[src/rtl/sl_pkg.sv]
// Shared types, codes and keyword tables for the source lexer.
`timescale 1ns / 1ps

package sl_pkg;

    localparam int ADDR_BITS_DEF   = 24;
    localparam int QUEUE_DEPTH_DEF = 2;

    localparam int              FIELD_W   = 24;
    localparam logic [23:0]     FIELD_MAX = 24'hFFFFFF;

    // token kinds
    localparam logic [5:0] KIND_EOF       = 6'd0;
    localparam logic [5:0] KIND_ERROR     = 6'd1;
    localparam logic [5:0] KIND_IDENT     = 6'd2;
    localparam logic [5:0] KIND_NUMBER    = 6'd3;
    localparam logic [5:0] KIND_STRING    = 6'd4;
    localparam logic [5:0] KIND_LPAREN    = 6'd5;
    localparam logic [5:0] KIND_RPAREN    = 6'd6;
    localparam logic [5:0] KIND_LBRACE    = 6'd7;
    localparam logic [5:0] KIND_RBRACE    = 6'd8;
    localparam logic [5:0] KIND_COMMA     = 6'd9;
    localparam logic [5:0] KIND_DOT       = 6'd10;
    localparam logic [5:0] KIND_MINUS     = 6'd11;
    localparam logic [5:0] KIND_PLUS      = 6'd12;
    localparam logic [5:0] KIND_SEMI      = 6'd13;
    localparam logic [5:0] KIND_SLASH     = 6'd14;
    localparam logic [5:0] KIND_STAR      = 6'd15;
    localparam logic [5:0] KIND_BANG      = 6'd16;
    localparam logic [5:0] KIND_BANG_EQ   = 6'd17;
    localparam logic [5:0] KIND_ASSIGN    = 6'd18;
    localparam logic [5:0] KIND_EQ_EQ     = 6'd19;
    localparam logic [5:0] KIND_GT        = 6'd20;
    localparam logic [5:0] KIND_GT_EQ     = 6'd21;
    localparam logic [5:0] KIND_LT        = 6'd22;
    localparam logic [5:0] KIND_LT_EQ     = 6'd23;
    localparam logic [5:0] KIND_PIPE      = 6'd24;
    localparam logic [5:0] KIND_PIPE_PIPE = 6'd25;
    localparam logic [5:0] KIND_AMP       = 6'd26;
    localparam logic [5:0] KIND_AMP_AMP   = 6'd27;
    localparam logic [5:0] KIND_ELSE      = 6'd28;
    localparam logic [5:0] KIND_FOR       = 6'd29;
    localparam logic [5:0] KIND_FUNCTION  = 6'd30;
    localparam logic [5:0] KIND_IF        = 6'd31;
    localparam logic [5:0] KIND_RETURN    = 6'd32;
    localparam logic [5:0] KIND_VAR       = 6'd33;
    localparam logic [5:0] KIND_WHILE     = 6'd34;

    // error codes
    localparam logic [1:0] ERR_NONE         = 2'd0;
    localparam logic [1:0] ERR_UNEXPECTED   = 2'd1;
    localparam logic [1:0] ERR_UNTERMINATED = 2'd2;

    // keyword candidates
    typedef logic [3:0] kw_t;
    localparam kw_t KW_NONE     = 4'd0;
    localparam kw_t KW_ELSE     = 4'd1;
    localparam kw_t KW_FOR      = 4'd2;
    localparam kw_t KW_FUNCTION = 4'd3;
    localparam kw_t KW_FN       = 4'd4;
    localparam kw_t KW_IF       = 4'd5;
    localparam kw_t KW_RETURN   = 4'd6;
    localparam kw_t KW_VAR      = 4'd7;
    localparam kw_t KW_WHILE    = 4'd8;

    typedef struct packed {
        logic [5:0]  kind;
        logic [23:0] start_offset;
        logic [23:0] token_length;
        logic [1:0]  error_code;
    } tok_t;

    // all tokens caused by one source byte
    typedef struct packed {
        logic [1:0]       cnt;
        logic [23:0]      line_number;
        tok_t [2:0]       toks;
    } bundle_t;

    function automatic kw_t kw_first(input logic [7:0] c);
        kw_t t;
        unique case (c)
            "e":     t = KW_ELSE;
            "f":     t = KW_FOR;
            "i":     t = KW_IF;
            "r":     t = KW_RETURN;
            "v":     t = KW_VAR;
            "w":     t = KW_WHILE;
            default: t = KW_NONE;
        endcase
        return t;
    endfunction

    function automatic logic [3:0] kw_len(input kw_t t);
        logic [3:0] n;
        unique case (t)
            KW_ELSE:     n = 4'd4;
            KW_FOR:      n = 4'd3;
            KW_FUNCTION: n = 4'd8;
            KW_FN:       n = 4'd2;
            KW_IF:       n = 4'd2;
            KW_RETURN:   n = 4'd6;
            KW_VAR:      n = 4'd3;
            KW_WHILE:    n = 4'd5;
            default:     n = 4'd0;
        endcase
        return n;
    endfunction

    function automatic logic [5:0] kw_kind(input kw_t t);
        logic [5:0] k;
        unique case (t)
            KW_ELSE:     k = KIND_ELSE;
            KW_FOR:      k = KIND_FOR;
            KW_FUNCTION: k = KIND_FUNCTION;
            KW_FN:       k = KIND_FUNCTION;
            KW_IF:       k = KIND_IF;
            KW_RETURN:   k = KIND_RETURN;
            KW_VAR:      k = KIND_VAR;
            KW_WHILE:    k = KIND_WHILE;
            default:     k = KIND_IDENT;
        endcase
        return k;
    endfunction

    function automatic logic [7:0] kw_char(input kw_t t, input logic [2:0] idx);
        logic [63:0] s;
        unique case (t)
            KW_ELSE:     s = {"else", 32'h0};
            KW_FOR:      s = {"for", 40'h0};
            KW_FUNCTION: s = "function";
            KW_FN:       s = {"fn", 48'h0};
            KW_IF:       s = {"if", 48'h0};
            KW_RETURN:   s = {"return", 16'h0};
            KW_VAR:      s = {"var", 40'h0};
            KW_WHILE:    s = {"while", 24'h0};
            default:     s = 64'h0;
        endcase
        return s[{3'd7 - idx, 3'b000} +: 8];
    endfunction

    // advance the keyword candidate by one identifier character at index idx
    function automatic kw_t kw_step(input kw_t t, input logic idx_small,
                                    input logic [2:0] idx, input logic [7:0] c);
        kw_t r;
        r = KW_NONE;
        if (t != KW_NONE && t <= KW_WHILE && idx_small) begin
            if (t == KW_FOR && idx == 3'd1) begin
                unique case (c)
                    "o":     r = KW_FOR;
                    "u":     r = KW_FUNCTION;
                    "n":     r = KW_FN;
                    default: r = KW_NONE;
                endcase
            end
            else if ({1'b0, idx} < kw_len(t) && kw_char(t, idx) == c) begin
                r = t;
            end
        end
        return r;
    endfunction

    function automatic logic [7:0] op_second(input logic [7:0] first);
        logic [7:0] s;
        unique case (first)
            "|":     s = "|";
            "&":     s = "&";
            default: s = "=";
        endcase
        return s;
    endfunction

    function automatic logic [5:0] op_kind(input logic [7:0] first, input logic paired);
        logic [5:0] k;
        unique case (first)
            "!":     k = paired ? KIND_BANG_EQ   : KIND_BANG;
            "=":     k = paired ? KIND_EQ_EQ     : KIND_ASSIGN;
            ">":     k = paired ? KIND_GT_EQ     : KIND_GT;
            "<":     k = paired ? KIND_LT_EQ     : KIND_LT;
            "|":     k = paired ? KIND_PIPE_PIPE : KIND_PIPE;
            default: k = paired ? KIND_AMP_AMP   : KIND_AMP;
        endcase
        return k;
    endfunction

endpackage

[src/rtl/sl_byte_if.sv]
// Valid/ready channel that carries one source byte per word.
`timescale 1ns / 1ps

interface sl_byte_if;
    logic       valid;
    logic       ready;
    logic [7:0] ch;

    modport source (output valid, output ch, input ready);
    modport sink   (input valid, input ch, output ready);
endinterface

[src/rtl/sl_token_if.sv]
// Valid/ready channel that carries one token per word.
`timescale 1ns / 1ps

interface sl_token_if;
    logic        valid;
    logic        ready;
    logic [5:0]  kind;
    logic [23:0] start_offset;
    logic [23:0] token_length;
    logic [23:0] line_number;
    logic [1:0]  error_code;
    logic        last;

    modport source (output valid, output kind, output start_offset, output token_length,
                    output line_number, output error_code, output last, input ready);
    modport sink   (input valid, input kind, input start_offset, input token_length,
                    input line_number, input error_code, input last, output ready);
endinterface

[src/rtl/sl_front.sv]
// Scanner front end: takes one byte a cycle while full is low and classifies it into a token bundle.
`timescale 1ns / 1ps

module sl_front #(
    parameter int ADDR_BITS = sl_pkg::ADDR_BITS_DEF
) (
    input  logic             clk,
    input  logic             rst_n,
    sl_byte_if.sink          src,
    input  logic             full,
    output logic             push,
    output sl_pkg::bundle_t  bundle
);

    localparam int LW = (ADDR_BITS + 1 > 24) ? ADDR_BITS + 1 : 24;

    localparam logic [3:0] M_IDLE    = 4'd0;
    localparam logic [3:0] M_IDENT   = 4'd1;
    localparam logic [3:0] M_NUMBER  = 4'd2;
    localparam logic [3:0] M_NUMDOT  = 4'd3;
    localparam logic [3:0] M_FRAC    = 4'd4;
    localparam logic [3:0] M_STRING  = 4'd5;
    localparam logic [3:0] M_COMMENT = 4'd6;
    localparam logic [3:0] M_SLASH   = 4'd7;
    localparam logic [3:0] M_OP2     = 4'd8;

    localparam logic [7:0] CH_CR     = 8'h0D;

    logic [3:0]           mode_reg, mode_next;
    logic [ADDR_BITS-1:0] pos_reg, pos_next;
    logic [23:0]          line_reg, line_next;
    logic [ADDR_BITS-1:0] tb_reg, tb_next;
    logic [7:0]           pend_reg, pend_next;
    sl_pkg::kw_t          kw_reg, kw_next;

    logic                 accept;
    logic [7:0]           c;
    logic                 is_alpha, is_dig;
    logic [ADDR_BITS-1:0] diff;
    logic [ADDR_BITS-1:0] dot_pos;
    logic [LW-1:0]        dot_len;
    logic [1:0]           m_cnt;
    sl_pkg::tok_t         m_tok0, m_tok1, i_tok;
    logic                 i_en;
    logic                 to_idle;
    logic                 ended;
    logic                 line_inc;
    logic [5:0]           word_kind;

    function automatic logic [23:0] sat(input logic [LW-1:0] v);
        return (v > LW'(sl_pkg::FIELD_MAX)) ? sl_pkg::FIELD_MAX : v[23:0];
    endfunction

    function automatic sl_pkg::tok_t mk(input logic [5:0] kind, input logic [LW-1:0] start,
                                        input logic [LW-1:0] len, input logic [1:0] err);
        sl_pkg::tok_t t;
        t.kind         = kind;
        t.start_offset = sat(start);
        t.token_length = sat(len);
        t.error_code   = err;
        return t;
    endfunction

    assign src.ready = !full;
    assign accept    = src.valid && src.ready;
    assign c         = src.ch;

    assign is_alpha = (c >= "a" && c <= "z") || (c >= "A" && c <= "Z") || c == "_";
    assign is_dig   = c >= "0" && c <= "9";
    assign diff     = pos_reg - tb_reg;

    // a keyword needs its candidate alive and the exact length
    assign word_kind = (kw_reg != sl_pkg::KW_NONE && kw_reg <= sl_pkg::KW_WHILE
                        && diff == ADDR_BITS'(sl_pkg::kw_len(kw_reg)))
                       ? sl_pkg::kw_kind(kw_reg) : sl_pkg::KIND_IDENT;

    // number ended by a dot that is not followed by a digit
    always_comb
    begin
        if (pos_reg == '0)
        begin
            dot_pos = '0;
            dot_len = (tb_reg == '0) ? '0 : LW'(sl_pkg::FIELD_MAX);
        end
        else
        begin
            dot_pos = pos_reg - ADDR_BITS'(1);
            dot_len = (diff == '0) ? LW'(sl_pkg::FIELD_MAX) : LW'(diff) - LW'(1);
        end
    end

    always_comb
    begin
        m_cnt     = 2'd0;
        m_tok0    = '0;
        m_tok1    = '0;
        i_en      = 1'b0;
        i_tok     = '0;
        to_idle   = 1'b1;
        ended     = 1'b0;
        line_inc  = 1'b0;
        mode_next = mode_reg;
        tb_next   = tb_reg;
        pend_next = pend_reg;
        kw_next   = kw_reg;

        unique case (mode_reg)
            M_IDENT:
            begin
                if (is_alpha || is_dig)
                begin
                    kw_next = sl_pkg::kw_step(kw_reg, diff < ADDR_BITS'(8), diff[2:0], c);
                    to_idle = 1'b0;
                end
                else
                begin
                    m_cnt  = 2'd1;
                    m_tok0 = mk(word_kind, LW'(tb_reg), LW'(diff), sl_pkg::ERR_NONE);
                end
            end
            M_NUMBER:
            begin
                if (is_dig)
                begin
                    to_idle = 1'b0;
                end
                else if (c == ".")
                begin
                    mode_next = M_NUMDOT;
                    to_idle   = 1'b0;
                end
                else
                begin
                    m_cnt  = 2'd1;
                    m_tok0 = mk(sl_pkg::KIND_NUMBER, LW'(tb_reg), LW'(diff), sl_pkg::ERR_NONE);
                end
            end
            M_NUMDOT:
            begin
                if (is_dig)
                begin
                    mode_next = M_FRAC;
                    to_idle   = 1'b0;
                end
                else
                begin
                    m_cnt  = 2'd2;
                    m_tok0 = mk(sl_pkg::KIND_NUMBER, LW'(tb_reg), dot_len, sl_pkg::ERR_NONE);
                    m_tok1 = mk(sl_pkg::KIND_DOT, LW'(dot_pos), LW'(1), sl_pkg::ERR_NONE);
                end
            end
            M_FRAC:
            begin
                if (is_dig)
                begin
                    to_idle = 1'b0;
                end
                else
                begin
                    m_cnt  = 2'd1;
                    m_tok0 = mk(sl_pkg::KIND_NUMBER, LW'(tb_reg), LW'(diff), sl_pkg::ERR_NONE);
                end
            end
            M_STRING:
            begin
                to_idle = 1'b0;
                if (c == "\"")
                begin
                    m_cnt     = 2'd1;
                    m_tok0    = mk(sl_pkg::KIND_STRING, LW'(tb_reg), LW'(diff) + LW'(1),
                                   sl_pkg::ERR_NONE);
                    mode_next = M_IDLE;
                end
                else if (c == 8'd0)
                begin
                    m_cnt   = 2'd1;
                    m_tok0  = mk(sl_pkg::KIND_ERROR, LW'(tb_reg), LW'(diff),
                                 sl_pkg::ERR_UNTERMINATED);
                    to_idle = 1'b1;
                end
                else if (c == "\n")
                begin
                    line_inc = 1'b1;
                end
            end
            M_COMMENT:
            begin
                if (c != "\n" && c != 8'd0)
                    to_idle = 1'b0;
            end
            M_SLASH:
            begin
                if (c == "/")
                begin
                    mode_next = M_COMMENT;
                    to_idle   = 1'b0;
                end
                else
                begin
                    m_cnt  = 2'd1;
                    m_tok0 = mk(sl_pkg::KIND_SLASH, LW'(tb_reg), LW'(1), sl_pkg::ERR_NONE);
                end
            end
            M_OP2:
            begin
                if (c == sl_pkg::op_second(pend_reg))
                begin
                    m_cnt     = 2'd1;
                    m_tok0    = mk(sl_pkg::op_kind(pend_reg, 1'b1), LW'(tb_reg), LW'(2),
                                   sl_pkg::ERR_NONE);
                    mode_next = M_IDLE;
                    to_idle   = 1'b0;
                end
                else
                begin
                    m_cnt  = 2'd1;
                    m_tok0 = mk(sl_pkg::op_kind(pend_reg, 1'b0), LW'(tb_reg), LW'(1),
                                sl_pkg::ERR_NONE);
                end
            end
            default:
            begin
            end
        endcase

        // start of a fresh token from this byte
        if (to_idle)
        begin
            mode_next = M_IDLE;
            kw_next   = sl_pkg::KW_NONE;
            i_tok     = mk(sl_pkg::KIND_ERROR, LW'(pos_reg), LW'(1), sl_pkg::ERR_NONE);
            unique case (c)
                " ", CH_CR, "\t":
                begin
                end
                "\n": line_inc = 1'b1;
                8'd0:
                begin
                    i_en         = 1'b1;
                    i_tok.kind   = sl_pkg::KIND_EOF;
                    i_tok.token_length = '0;
                    ended        = 1'b1;
                end
                "(": begin i_en = 1'b1; i_tok.kind = sl_pkg::KIND_LPAREN; end
                ")": begin i_en = 1'b1; i_tok.kind = sl_pkg::KIND_RPAREN; end
                "{": begin i_en = 1'b1; i_tok.kind = sl_pkg::KIND_LBRACE; end
                "}": begin i_en = 1'b1; i_tok.kind = sl_pkg::KIND_RBRACE; end
                ",": begin i_en = 1'b1; i_tok.kind = sl_pkg::KIND_COMMA;  end
                ".": begin i_en = 1'b1; i_tok.kind = sl_pkg::KIND_DOT;    end
                "-": begin i_en = 1'b1; i_tok.kind = sl_pkg::KIND_MINUS;  end
                "+": begin i_en = 1'b1; i_tok.kind = sl_pkg::KIND_PLUS;   end
                ";": begin i_en = 1'b1; i_tok.kind = sl_pkg::KIND_SEMI;   end
                "*": begin i_en = 1'b1; i_tok.kind = sl_pkg::KIND_STAR;   end
                "/":
                begin
                    tb_next   = pos_reg;
                    mode_next = M_SLASH;
                end
                "\"":
                begin
                    tb_next   = pos_reg;
                    mode_next = M_STRING;
                end
                "!", "=", ">", "<", "|", "&":
                begin
                    tb_next   = pos_reg;
                    pend_next = c;
                    mode_next = M_OP2;
                end
                default:
                begin
                    if (is_alpha)
                    begin
                        tb_next   = pos_reg;
                        kw_next   = sl_pkg::kw_first(c);
                        mode_next = M_IDENT;
                    end
                    else if (is_dig)
                    begin
                        tb_next   = pos_reg;
                        mode_next = M_NUMBER;
                    end
                    else
                    begin
                        i_en             = 1'b1;
                        i_tok.error_code = sl_pkg::ERR_UNEXPECTED;
                    end
                end
            endcase
        end

        // end of source returns everything to its reset value
        if (ended)
        begin
            mode_next = M_IDLE;
            pos_next  = '0;
            line_next = 24'd1;
            tb_next   = '0;
            pend_next = 8'd0;
            kw_next   = sl_pkg::KW_NONE;
        end
        else
        begin
            pos_next  = (pos_reg != '1) ? pos_reg + ADDR_BITS'(1) : pos_reg;
            line_next = (line_inc && line_reg != sl_pkg::FIELD_MAX) ? line_reg + 24'd1
                                                                    : line_reg;
        end
    end

    // pack the mode tokens first, the fresh-token result after them
    always_comb
    begin
        bundle.cnt         = m_cnt + {1'b0, i_en};
        bundle.line_number = line_reg;
        bundle.toks[0]     = (m_cnt == 2'd0) ? i_tok : m_tok0;
        bundle.toks[1]     = (m_cnt == 2'd2) ? m_tok1 : i_tok;
        bundle.toks[2]     = i_tok;
    end

    assign push = accept && (bundle.cnt != 2'd0);

    always_ff @(posedge clk or negedge rst_n)
    begin
        if (!rst_n)
        begin
            mode_reg <= M_IDLE;
            pos_reg  <= '0;
            line_reg <= 24'd1;
            tb_reg   <= '0;
            pend_reg <= 8'd0;
            kw_reg   <= sl_pkg::KW_NONE;
        end
        else if (accept)
        begin
            mode_reg <= mode_next;
            pos_reg  <= pos_next;
            line_reg <= line_next;
            tb_reg   <= tb_next;
            pend_reg <= pend_next;
            kw_reg   <= kw_next;
        end
    end

endmodule

[src/rtl/sl_fifo.sv]
// Short bundle queue between the scanner front end and the token back end.
`timescale 1ns / 1ps

module sl_fifo #(
    parameter int DEPTH = sl_pkg::QUEUE_DEPTH_DEF
) (
    input  logic             clk,
    input  logic             rst_n,
    input  logic             push,
    input  sl_pkg::bundle_t  wdata,
    output logic             full,
    input  logic             pop,
    output logic             empty,
    output sl_pkg::bundle_t  rdata
);

    localparam int PW = (DEPTH > 1) ? $clog2(DEPTH) : 1;
    localparam int CW = $clog2(DEPTH + 1);

    sl_pkg::bundle_t  mem_reg [DEPTH];
    logic [PW-1:0]    wr_ptr_reg, wr_ptr_next;
    logic [PW-1:0]    rd_ptr_reg, rd_ptr_next;
    logic [CW-1:0]    count_reg, count_next;
    logic             do_push, do_pop;

    assign full    = count_reg == CW'(DEPTH);
    assign empty   = count_reg == '0;
    assign do_push = push && !full;
    assign do_pop  = pop && !empty;
    assign rdata   = mem_reg[rd_ptr_reg];

    always_comb
    begin
        wr_ptr_next = wr_ptr_reg;
        rd_ptr_next = rd_ptr_reg;
        if (do_push)
            wr_ptr_next = (wr_ptr_reg == PW'(DEPTH - 1)) ? '0 : wr_ptr_reg + PW'(1);
        if (do_pop)
            rd_ptr_next = (rd_ptr_reg == PW'(DEPTH - 1)) ? '0 : rd_ptr_reg + PW'(1);
        count_next = count_reg + CW'(do_push) - CW'(do_pop);
    end

    always_ff @(posedge clk)
    begin
        if (do_push)
            mem_reg[wr_ptr_reg] <= wdata;
    end

    always_ff @(posedge clk or negedge rst_n)
    begin
        if (!rst_n)
        begin
            wr_ptr_reg <= '0;
            rd_ptr_reg <= '0;
            count_reg  <= '0;
        end
        else
        begin
            wr_ptr_reg <= wr_ptr_next;
            rd_ptr_reg <= rd_ptr_next;
            count_reg  <= count_next;
        end
    end

`ifndef SYNTHESIS
    a_count_bound: assert property (@(posedge clk) disable iff (!rst_n)
        count_reg <= CW'(DEPTH))
        else $error("queue count beyond depth");

    a_no_push_full: assert property (@(posedge clk) disable iff (!rst_n)
        push |-> !full)
        else $error("bundle pushed into full queue");
`endif

endmodule

[src/rtl/sl_back.sv]
// Token back end: unloads a bundle one token per word and marks the last.
`timescale 1ns / 1ps

module sl_back (
    input  logic             clk,
    input  logic             rst_n,
    input  logic             empty,
    input  sl_pkg::bundle_t  rdata,
    output logic             pop,
    sl_token_if.source       tokens
);

    sl_pkg::bundle_t  cur_reg;
    logic             cur_valid_reg, cur_valid_next;
    logic [1:0]       idx_reg, idx_next;
    logic             take, last_tok, done;
    sl_pkg::tok_t     tok;

    assign tok      = cur_reg.toks[idx_reg];
    assign last_tok = 2'(idx_reg + 2'd1) == cur_reg.cnt;
    assign take     = tokens.valid && tokens.ready;
    assign done     = take && last_tok;
    assign pop      = !empty && (!cur_valid_reg || done);

    assign tokens.valid        = cur_valid_reg;
    assign tokens.kind         = tok.kind;
    assign tokens.start_offset = tok.start_offset;
    assign tokens.token_length = tok.token_length;
    assign tokens.line_number  = cur_reg.line_number;
    assign tokens.error_code   = tok.error_code;
    assign tokens.last         = last_tok;

    always_comb
    begin
        cur_valid_next = cur_valid_reg;
        idx_next       = idx_reg;
        if (pop)
        begin
            cur_valid_next = 1'b1;
            idx_next       = 2'd0;
        end
        else if (done)
        begin
            cur_valid_next = 1'b0;
            idx_next       = 2'd0;
        end
        else if (take)
        begin
            idx_next = idx_reg + 2'd1;
        end
    end

    always_ff @(posedge clk)
    begin
        if (pop)
            cur_reg <= rdata;
    end

    always_ff @(posedge clk or negedge rst_n)
    begin
        if (!rst_n)
        begin
            cur_valid_reg <= 1'b0;
            idx_reg       <= 2'd0;
        end
        else
        begin
            cur_valid_reg <= cur_valid_next;
            idx_reg       <= idx_next;
        end
    end

`ifndef SYNTHESIS
    a_idx_in_bundle: assert property (@(posedge clk) disable iff (!rst_n)
        cur_valid_reg |-> (cur_reg.cnt != 2'd0 && idx_reg < cur_reg.cnt))
        else $error("token index outside loaded bundle");

    a_hold_on_stall: assert property (@(posedge clk) disable iff (!rst_n)
        (tokens.valid && !tokens.ready) |=> (tokens.valid && $stable(idx_reg)))
        else $error("token index moved while stalled");
`endif

endmodule

[src/rtl/source_lexer.sv]
// Streaming source lexer top level: front scanner, bundle queue, token back end.
//
// src carries one source byte per word (ch); a zero byte ends the source.
// tokens carries one token per word: kind, start_offset, token_length,
// line_number, error_code and last, which marks the final token a byte causes.
// Tokens that need look-ahead come out on the byte that follows them.
// The front scanner takes one byte per cycle while the queue has room and
// turns it into a bundle of zero to three tokens in the same cycle; bytes
// with no token leave no trace. A bundle waits in a QUEUE_DEPTH-entry queue;
// the back end loads it into its bundle register and sends one token per
// cycle while tokens.ready is high, so the first token of a byte passes the
// queue and then that register before it is offered. A byte that yields two
// or three tokens holds the output while they go out; otherwise the sustained
// rate is one byte per cycle while the receiver keeps up.
// src.ready drops only while the queue is full, so a stalled receiver backs
// up into the queue and then into the source. Reset empties the queue and
// sets the scanner idle at offset 0, line 1; a zero byte does only the latter.
`timescale 1ns / 1ps

module source_lexer #(
    parameter int ADDR_BITS   = sl_pkg::ADDR_BITS_DEF,
    parameter int QUEUE_DEPTH = sl_pkg::QUEUE_DEPTH_DEF
) (
    input  logic        clk,
    input  logic        rst_n,
    sl_byte_if.sink     src,
    sl_token_if.source  tokens
);

    logic             push, full, pop, empty;
    sl_pkg::bundle_t  wdata, rdata;

    sl_front #(
        .ADDR_BITS (ADDR_BITS)
    ) u_front (
        .clk    (clk),
        .rst_n  (rst_n),
        .src    (src),
        .full   (full),
        .push   (push),
        .bundle (wdata)
    );

    sl_fifo #(
        .DEPTH (QUEUE_DEPTH)
    ) u_fifo (
        .clk   (clk),
        .rst_n (rst_n),
        .push  (push),
        .wdata (wdata),
        .full  (full),
        .pop   (pop),
        .empty (empty),
        .rdata (rdata)
    );

    sl_back u_back (
        .clk    (clk),
        .rst_n  (rst_n),
        .empty  (empty),
        .rdata  (rdata),
        .pop    (pop),
        .tokens (tokens)
    );

endmodule

[src/flat_wrapper.sv]
// flat-port wrapper written by rule: the top's interface ports become plain ports
module source_lexer_flat 
#(
    parameter int ADDR_BITS   = sl_pkg::ADDR_BITS_DEF,
    parameter int QUEUE_DEPTH = sl_pkg::QUEUE_DEPTH_DEF
)
  (clk, rst_n, src_valid, src_ch, src_ready, tokens_valid, tokens_kind, tokens_start_offset, tokens_token_length, tokens_line_number, tokens_error_code, tokens_last, tokens_ready);
  sl_byte_if src_i ();
  sl_token_if tokens_i ();
  input  logic clk;
  input  logic rst_n;
  input wire logic [$bits(src_i.valid)-1:0] src_valid;
  input wire logic [$bits(src_i.ch)-1:0] src_ch;
  output wire logic [$bits(src_i.ready)-1:0] src_ready;
  output wire logic [$bits(tokens_i.valid)-1:0] tokens_valid;
  output wire logic [$bits(tokens_i.kind)-1:0] tokens_kind;
  output wire logic [$bits(tokens_i.start_offset)-1:0] tokens_start_offset;
  output wire logic [$bits(tokens_i.token_length)-1:0] tokens_token_length;
  output wire logic [$bits(tokens_i.line_number)-1:0] tokens_line_number;
  output wire logic [$bits(tokens_i.error_code)-1:0] tokens_error_code;
  output wire logic [$bits(tokens_i.last)-1:0] tokens_last;
  input wire logic [$bits(tokens_i.ready)-1:0] tokens_ready;
  assign src_i.valid = src_valid;
  assign src_i.ch = src_ch;
  assign src_ready = src_i.ready;
  assign tokens_valid = tokens_i.valid;
  assign tokens_kind = tokens_i.kind;
  assign tokens_start_offset = tokens_i.start_offset;
  assign tokens_token_length = tokens_i.token_length;
  assign tokens_line_number = tokens_i.line_number;
  assign tokens_error_code = tokens_i.error_code;
  assign tokens_last = tokens_i.last;
  assign tokens_i.ready = tokens_ready;
  source_lexer #(.ADDR_BITS(ADDR_BITS), .QUEUE_DEPTH(QUEUE_DEPTH)) u_core (.clk(clk), .rst_n(rst_n), .src(src_i), .tokens(tokens_i));
endmodule
[config.mk]
export PLATFORM = sky130hd
export DESIGN_NAME = source_lexer_flat
export DESIGN_NICKNAME = d
export VERILOG_FILES = /design/src/rtl/sl_pkg.sv /design/src/rtl/sl_byte_if.sv /design/src/rtl/sl_token_if.sv /design/src/rtl/sl_front.sv /design/src/rtl/sl_fifo.sv /design/src/rtl/sl_back.sv /design/src/rtl/source_lexer.sv /design/src/flat_wrapper.sv
export SDC_FILE = /design/constraint.sdc
export NUM_CORES = 1
export LEC_CHECK = 0
export BUFFER_PORTS_ARGS = -buffer_cell sky130_fd_sc_hd__buf_4
export CAP_MARGIN = 0
export CORE_MARGIN = 2
export CORE_UTILIZATION = 35
export DETAILED_ROUTE_END_ITERATION = 16
export GPL_ROUTABILITY_DRIVEN = 0
export PLACE_DENSITY = 0.59
export SLEW_MARGIN = 30
export SYNTH_ARGS = -nofsm -noshare
export SYNTH_HDL_FRONTEND = slang
export SYNTH_HIERARCHICAL = 1
export SYNTH_SLANG_ARGS = --single-unit
[constraint.sdc]
create_clock -name clk -period 27.4 [get_ports clk]
set_clock_uncertainty 0.2 [all_clocks]
set_input_delay 1.37 -clock clk [delete_from_list [all_inputs] [get_ports clk]]
set_output_delay 1.37 -clock clk [all_outputs]
set_load 0.01 [all_outputs]
==> summary.txt, run 1 <==
Post-Synth XOR/XNOR Area = 2.401%
PD cells = 127.0 nW/um^2
Hold Crit Start = u_core/u_fifo/count_reg[1]
global-route wire length before repair = 117800 um
worst setup margin = 20.67 ns
Syn. warnings = 6
# DRC = 0
CP Buf/Inv Count = 4
simple-gate share of the synthesized area = 11.23%
Final Instance Area = 37610 sq um
number of flops mapped to enable cells by yosys = 582
part of the Yosys area used for sequential elements = 58.80%
Post-CTS Resized = 0
Clock Path Buffers = 3
Top Ports = 95
status = complete, no violations
M1 WL = 34290 um
CTS root buffer = clkbuf_16
Crit path max-delay family = simple AND/OR/NAND/NOR gates
ys async rst share = 14.03%
Pleak = 13.73 nW
Worst path max stage delay = 0.80 ns
worst-path fanout max = 62
Post-DRT Antenna Nets = 0
top layer in use = met4
GRT overflow = 0
fin crit share = 24.58%
Max Freq = 148.5 MHz
maximum VDD drop = 92.23 uV
# rows = 113
clock insertion delay at the later pin of the skew report = 0.63 ns
Final setup viols = 0
layout cells sized above 1 = 22.02%
Yosys top cell area share = 51.76%
crit path capture type = register
RSZ-0062 raised after global routing = no
Fillers = 9002
Num CTS Buffers = 76
HP Class = register to register
Mean Syn Cell Area = 12.87 sq um
area grow syn2layout = 11.38%
Die ar. = 98980 sq um
crit start category = primary input
Via density = 5.141
setup TNS = 0 ns
routed len/inst = 18.95 um
largest net degree at the start of global routing = 137
max FFs per register = 388
Tmin final = 6.734 ns
Sink Count = 677
final hold slack = 0.2955 ns
vias in the first global route = 20011
pre-CTS setup slack = 19.98 ns
critical path's most frequent cell = buf_4
Primary FF master, synth = edfxtp_1
Worst Setup Path Type = primary input to register
CTS tree = yes
largest family of logic cells by synthesized area = simple AND/OR/NAND/NOR gates
Nets = 2712
final-report max-slew violation count = 0
synthesized cell area = 33770 sq um
initial antenna violation count = 1
clk slew on worst S/H paths = 0.06 ns
Max Cap Violations = 0
Initial Utilization = 35.43%
cell count after synthesis = 2624
mux cell area share after synthesis = 11.17%
drt pass-1 iters = 5
Slowest-stage cell, CP = buf_4
core area = 95290 sq um
post-CTS setup buffer count = 0
PortBufs = 94
Worst Setup SP = src_ch[1]
met2 WL = 35860 um
Die W = 314.6 um
Post-DP Area = 35170 sq um
Area contributors post-synth = edfxtp_1 (52%), dfrtp_1 (7.0%), mux2_4 (6.7%)
Yosys reg bits = 677
Pwr Total = 4.775 mW
hold_buf cts = 0
Post-Synth Adder-Cell Area = 1.682%
Hold Vio Cnt, Final = 0
critical path data required time = 27.44 ns
placed insts = 3843
Total GRT Usage = 15.19%
Layout Cells excl Fill = 3981
1st-iter DRT viols = 1693
Slew HR = 34.32%
WL met3 = 3808 um
Die H = 314.6 um
DR vias = 20465
H-Tree Depth = 3
Synth area leader = edfxtp_1
Netlist cell types = 118
Detail Placement HPWL = 49910 um
Critical R2R Launch = u_core/u_front/pend_reg[6]
complex-gate fraction of the synthesized area = 9.797%
final design utilization = 39.47%
final WL = 75440 um
crit-path cells = buf_4 > nor4_1 > nor2b_1 > a311oi_1 > nor4_1 > nor4b_4 > or4_1 > inv_1 > ha_1 > xnor2_1 > nor2_1 > nor2_1 > nand2_1 > nor2_4 > buf_4 > buf_4
Least-Margin Pin Slew = 0.9851 ns
CP arrival = 6.78 ns
antenna diode count = 0
## cell type report
class	instances	area, sq um	share of cell area [%]
clock buffers	105	2031	5.399
clock inverters	33	400.4	1.065
inverters	65	244.0	0.6487
multi-input cells	1710	12500	33.22
flip-flops and latches	677	19870	52.82
well taps	1265	1583	4.208
repair buffers	126	991.0	2.635
## power by group
part	switching [mW]	internal [mW]	leakage [nW]
Sequential	0.154	1.62	6.66
Combinational	1.23	0.783	5.89
Clock	0.405	0.580	1.18
## final timing paths
| kind | slack [ns] | end | depth (start not counted) |
|---|---|---|---|
| worst max register to register | 21.27 | u_core/u_fifo/mem_reg[0][85] | 17 |
| min in group asynchronous | 0.56 | u_core/u_front/kw_reg[0] | 1 |
| worst min-delay path | 0.30 | u_core/u_fifo/count_reg[1] | 1 |
| max in group asynchronous | 25.22 | u_core/u_back/idx_reg[0] | 2 |
| worst min register to register | 0.30 | u_core/u_fifo/count_reg[1] | 1 |
| worst max-delay path | 20.67 | u_core/u_fifo/mem_reg[0][85] | 16 |
## per-layer routing
| metal | up-vias | global-route usage [%] |
|---|---|---|
| met1 | 10136 | 20.88 |
| met5 | - | 0 |
| met4 | 0 | 4.351 |
| li1 | 9749 | - |
| met3 | 103 | 2.556 |
| met2 | 477 | 24.71 |
## cells by family (layout without fill, tap and decap cells)
logic type,after synthesis,in the layout
other cells,1,52
compound gates,495,495
flops,677,677
xor+xnor,87,87
buf+inv,288,329
simple gates,739,739
mux,292,292
fa+ha+maj,45,45
## cells in the final DEF, fill, tap and decap left out, types with 10 or more instances in the layout
cell type  Yosys  final
o211ai_1      17     17
nand2_1      189    188
clkbuf_1      83     27
xnor2_1       41     41
mux2_2        75     75
o21ai_0      143    143
a31oi_1       20     20
nor4_1        23     22
o22ai_1       10     10
clkinv_2       0     10
buf_4         80    123
xor2_1        41     41
dfrtp_1       94     91
mux2i_1       63     63
o31ai_1       20     20
clkbuf_16      0     76
conb_1         1     52
and3_1        19     18
a21o_1        10     10
and4_1        12     12
nor3_1        47     47
nor2b_1       17     17
mux2_4       150    150
inv_1         63     63
nor2_1       174    172
or3_1         21     21
nand3_1       64     64
nand2_2       40     41
a21oi_1      103    103
and2_1        30     30
edfxtp_1     582    582
a211oi_1      17     17
nand4_1       28     28
ha_1          43     43
nand2b_1      16     16
o21ai_2       40     40
o21ai_1       26     26
## cells in the mapped netlist (43+ instances only)
library cell,count
dfrtp_1,94
nor2_1,174
clkbuf_1,83
o21ai_0,143
nand3_1,64
nand2_1,189
mux2_2,75
ha_1,43
edfxtp_1,582
mux2_4,150
inv_1,63
buf_4,80
mux2i_1,63
nor3_1,47
a21oi_1,103
Note: power is estimated with default switching activity, not from simulation.
==> run 2, diff against run 1 <==
PLACE_DENSITY = 0.61   (was 0.59)
clock period = 6 ns   (was 27.4 ns; I/O delays follow)
==> run 2 against run 1 <==
Combinational power increased to 4.6 times the previous value. Non-clock buffer count grew 14. Clock power rose to 4.5 times the previous value. Sequential share of layout area shrank 0.23 points. Wire length is 0.76% higher. Power increased to 4.6 times the previous value. Hold slack worse by 0.24 ns. Cell count grew 0.23%. Flip-flop and latch count is the same. Global-route usage is 0.093 points higher. Count of clock-buffer cells in the layout down 17. Final area up 0.45%. Critical path type is now register to register.
==> summary.txt, run 2 (synthesized netlist as in run 1, its figures left out) <==
max FFs per register = 388
crit path capture type = register
GRT overflow = 0
Num CTS Buffers = 72
HP Class = primary input to async pin
crit-path cells = inv_1 > ha_1 > inv_1 > fa_1 > a21o_1 > a211o_4 > a21o_1 > xor2_1 > nand4_1 > or4_1 > and3_1 > a211o_1 > a2111oi_4 > a211oi_1 > o211ai_2
Die H = 314.6 um
critical path data required time = 6.26 ns
Initial Utilization = 35.43%
crit start category = register
layout cells sized above 1 = 22.81%
Max Freq = 191.4 MHz
initial antenna violation count = 2
routed len/inst = 19.05 um
final-report max-slew violation count = 0
fin crit share = 87.09%
# DRC = 0
Final setup viols = 0
R2R Setup Slk = 0.77 ns
R2R depth = 15
Die ar. = 98980 sq um
drt pass-1 iters = 6
Worst path max stage delay = 0.75 ns
Sink Count = 677
Least-Margin Pin Slew = 0.9665 ns
# rows = 113
Clock Path Buffers = 3
pre-CTS setup slack = 0.9449 ns
global-route wire length before repair = 118000 um
Slew HR = 35.57%
Post-CTS Resized = 0
Nets = 2722
Worst Setup Path Type = register to register
1st-iter DRT viols = 1730
area grow syn2layout = 11.88%
clock insertion delay at the later pin of the skew report = 0.63 ns
RSZ-0062 raised after global routing = no
post-CTS setup buffer count = 0
maximum VDD drop = 396.0 uV
core area = 95290 sq um
CTS root buffer = clkbuf_16
hold_buf cts = 7
Fillers = 8960
Reg-to-Reg End = u_core/u_fifo/mem_reg[0][6]
Die W = 314.6 um
worst setup margin = 0.7745 ns
Critical Path Sink = u_core/u_fifo/mem_reg[0][6]
Critical R2R Launch = u_core/u_front/pos_reg[0]
Slowest-stage cell, CP = xor2_1
Pleak = 13.79 nW
Pwr Total = 21.79 mW
most frequent cells in the layout = edfxtp_1 (582), nand2_1 (188), nor2_1 (172)
Total GRT Usage = 15.28%
worst-path fanout max = 13
CTS tree = yes
Hold Vio Cnt, Final = 0
vias in the first global route = 20176
Via density = 5.176
Post-DRT Antenna Nets = 0
Tmin final = 5.226 ns
CP arrival = 5.48 ns
Detail Placement HPWL = 50170 um
Max Cap Violations = 0
final WL = 76020 um
H-Tree Depth = 3
final design utilization = 39.64%
status = complete, no violations
PortBufs = 94
Top Ports = 95
largest net degree at the start of global routing = 164
DR vias = 20651
Worst Setup SP = u_core/u_front/pos_reg[0]
most common cell after layout, fill and taps aside = edfxtp_1
clk slew on worst S/H paths = 0.06 ns
PD cells = 576.9 nW/um^2
[run 2: cell types whose count changed in the layout (fill, tap and decap cells not counted), moves of 3 or more]
cell	change
clkbuf_1	-17
dlygate4sd3_1	+7
clkinv_1	+6
clkinvlp_4	+6
buf_12	+4
clkinv_2	+4
clkinv_8	-4
inv_16	+3
nor4_1	-3
[run 2: worst max-delay path, delay by kind of cell (launching register included)]
kind / cells / cell delay [ns]
adder cells (fa/ha/maj): 2 / 0.59
XOR/XNOR: 1 / 0.75
AO/OA/AOI/OAI: 7 / 1.81
flip-flops: 1 / 0.46
AND/OR/NAND/NOR: 3 / 0.99
buffers and inverters: 2 / 0.26
[run 2: cell type report]
cell class / instances / area, sq um / share of cell area, %
sequential: 677 / 19870 / 52.59
multi-input combinational: 1710 / 12560 / 33.25
clock buffer: 88 / 1956 / 5.177
tap: 1265 / 1583 / 4.190
timing repair buffer: 140 / 1167 / 3.090
clock inverter: 43 / 396.6 / 1.050
inverter: 65 / 244.0 / 0.6458
antenna: 2 / 5.005 / 0.01325
[run 2: metrics by stage]
| step | instances | hold WS (ns) | TNS [ns] | cell area [sq um] |
|---|---|---|---|---|
| 2_1_floorplan | 2675 | -0.1956 | -987.17 | 34060 |
| 3_3_place_gp | 3849 | 0.1670 | 0 | 35310 |
| 3_5_place_dp | 3849 | 0.1746 | 0 | 35310 |
| 4_1_cts | 3987 | 0.05545 | 0 | 37740 |
| 5_1_grt | 3989 | 0.07095 | 0 | 37780 |
| 6_report | 3990 | 0.05294 | 0 | 37780 |
[run 2: per-layer routing]
layer	wire length (um)	global-route usage [%]
met5	0	0
met4	2212	5.346
met3	5149	3.439
met2	35680	24.36
met1	32980	20.49
[run 2: worst min path at each step]
stage	start	endpoint	slack, ns	cells after the start
2_1_floorplan	rst_n	u_core/u_back/idx_reg[0]	-0.20	0
3_3_place_gp	rst_n	u_core/u_fifo/wr_ptr_reg	0.17	1
3_5_place_dp	rst_n	u_core/u_fifo/wr_ptr_reg	0.17	1
4_1_cts	rst_n	u_core/u_fifo/wr_ptr_reg	0.06	2
5_1_grt	rst_n	u_core/u_fifo/wr_ptr_reg	0.07	2
6_report	rst_n	u_core/u_fifo/wr_ptr_reg	0.05	2
[run 2: power by group]
part / internal [mW] / switching [mW]
clock: 2.56 / 1.84
sequential: 7.38 / 0.681
combinational: 3.65 / 5.69
==> run 3, diff against run 2 <==
ABC_AREA = 1   (was not set)
PLACE_DENSITY = 0.59   (was 0.61)
clock period = 6.75 ns   (was 6 ns; I/O delays follow)
==> run 3 against run 2 <==
First-iteration DRC count is 14% higher. Wire length grew 6.4%. Utilization decreased by 0.33 points. Final area decreased by 1.4%. Global-route usage rose by 1.2 points. Critical path type is now primary input to register. Largest power group unchanged.
==> summary.txt, run 3 <==
Yosys reg bits = 677
placed insts = 4721
Area contributors post-synth = edfxtp_1 (52%), nand2_1 (12%), dfrtp_1 (7.0%)
Reg-to-Reg End = u_core/u_fifo/mem_reg[1][7]
Die W = 312.8 um
Die H = 312.8 um
routed len/inst = 16.64 um
crit path capture type = register
status = complete, no violations
# rows = 113
Synth area leader = edfxtp_1
Clock Path Buffers = 3
HP Class = primary input to async pin
largest net degree at the start of global routing = 121
Post-DRT Antenna Nets = 0
Slew HR = 35.15%
final-report max-slew violation count = 0
max FFs per register = 388
setup TNS = 0 ns
drt pass-1 iters = 6
global-route wire length before repair = 127700 um
PD cells = 558.5 nW/um^2
vias in the first global route = 22618
Via density = 4.835
Hold Vio Cnt, Final = 0
Least-Margin Pin Slew = 0.9605 ns
R2R depth = 21
layout cells sized above 1 = 9.903%
R2R Setup Slk = 2.06 ns
Crit path max-delay family = buffers and inverters
Detail Placement HPWL = 55620 um
synthesized cell area = 33380 sq um
Worst path max stage delay = 0.57 ns
critical path data required time = 6.87 ns
Yosys top cell area share = 52.36%
clock insertion delay at the later pin of the skew report = 0.64 ns
Initial Utilization = 35.23%
RSZ-0062 raised after global routing = no
cell count after synthesis = 3479
Critical R2R Launch = u_core/u_front/pos_reg[0]
# DRC = 0
core area = 94730 sq um
CTS root buffer = clkbuf_16
Syn. warnings = 6
Die ar. = 97850 sq um
clk slew on worst S/H paths = 0.06 ns
Top Ports = 95
Pwr Total = 20.80 mW
area grow syn2layout = 11.59%
initial antenna violation count = 0
Max Freq = 208.9 MHz
Primary FF master, synth = edfxtp_1
final WL = 80880 um
most common cell after layout, fill and taps aside = nand2_1
Max Cap Violations = 0
Slowest-stage cell, CP = clkinvlp_4
Nets = 3595
H-Tree Depth = 3
Total GRT Usage = 16.47%
critical path's most frequent cell = inv_1
1st-iter DRT viols = 1977
antenna diode count = 0
count leader, synth = nand2_1
CTS tree = yes
number of flops mapped to enable cells by yosys = 582
part of the Yosys area used for sequential elements = 59.49%
Post-synth top cells = nand2_1 (1060), edfxtp_1 (582), nor2_1 (358)
Layout Cells excl Fill = 4860
Pleak = 15.08 nW
Num CTS Buffers = 72
Tmin final = 4.787 ns
CP arrival = 4.90 ns
crit start category = primary input
post-CTS setup buffer count = 0
Sink Count = 677
Mean Syn Cell Area = 9.593 sq um
Netlist cell types = 67
fin crit share = 70.93%
PortBufs = 94
most frequent cells in the layout = nand2_1 (1060), edfxtp_1 (582), nor2_1 (356)
crit-path cells = dlygate4sd3_1 > buf_4 > nor2_1 > inv_1 > nor2_1 > inv_1 > nor2_1 > inv_1 > nand2_1 > buf_4 > nand3_1 > a31oi_1 > nand3_2 > inv_2 > nor3_1 > ha_1 > xnor2_1 > o21ai_0 > inv_1 > nand3_1 > clkinvlp_4 > buf_12
ys async rst share = 14.03%
Final setup viols = 0
DR vias = 23496
GRT overflow = 0
worst-path fanout max = 66
maximum VDD drop = 275.5 uV
Worst Setup Path Type = primary input to register
CP Buf/Inv Count = 10
run 3: repair_timing:
action	in CTS	in global routing
endpoints found under the hold margin	60	0
gates resized for setup	0	0
hold buffers	9	0
setup endpoints to repair	0	0
run 3: power breakdown:
group / internal (mW) / switching [mW] / leakage (nW)
Clock: 2.23 / 1.64 / 1.13
Sequential: 6.91 / 0.499 / 6.53
Combinational: 2.65 / 6.88 / 7.42
run 3: final cells by class:
cell class | instances | area [sq um]
repair buffers | 136 | 1110
well taps | 1265 | 1583
clock buffers | 98 | 1929
multi-input cells | 2347 | 11220
inverters | 305 | 1157
fillers | 9350 | 57480
clock inverters | 32 | 381.6
flip-flops and latches | 677 | 19860
run 3: cells by family (layout without fill, tap and decap cells):
kind of cell | Yosys count | count (layout) | share of synthesized area [%]
compound gates | 390 | 390 | 7.209
xor+xnor | 43 | 43 | 1.185
fa+ha+maj | 44 | 44 | 1.672
buf+inv | 506 | 571 | 7.539
flops | 677 | 677 | 59.49
other cells | 1 | 52 | 0.01124
simple gates | 1818 | 1818 | 22.89
run 3: through the flow:
step	worst slack [ns]	util (%)	area (sq um)	hold WS, ns
finish	1.963	39.32	37240	0.08946
global route	1.564	39.32	37240	0.1588
CTS	2.041	39.31	37240	0.1015
detailed placement	1.931	36.78	34840	0.2551
global placement	1.935	36.78	34840	0.2546
floorplan	0.6645	-	33590	-0.1581
run 3: routing by layer:
metal | track usage, % | part of all wire, % | vias to the layer above
li1 | - | - | 11684
met1 | 22.30 | 45 | 11093
met2 | 26.77 | 47 | 590
met3 | 2.726 | 5.5 | 129
met4 | 5.763 | 2.7 | 0
met5 | 0 | 0 | -
run 3: how the worst max path moves through the flow:
stage                                     to       from  cells after the start
5_1_grt        u_core/u_fifo/mem_reg[0][136]  src_ch[6]                     22
6_report       u_core/u_fifo/mem_reg[0][134]  src_ch[6]                     22
3_5_place_dp   u_core/u_fifo/mem_reg[0][149]  src_ch[6]                     21
2_1_floorplan    u_core/u_fifo/mem_reg[1][0]  src_ch[6]                     19
3_3_place_gp    u_core/u_fifo/mem_reg[0][39]  src_ch[6]                     21
4_1_cts         u_core/u_fifo/mem_reg[0][35]  src_ch[6]                     22
run 3: worst reg2reg max path: cells and delay by family, from the launching register on:
kind,cells,cell delay (ns)
adders and majority gates,3,1.38
buffers and inverters,4,0.51
DFF,1,0.43
and+or+nand+nor,14,2.07
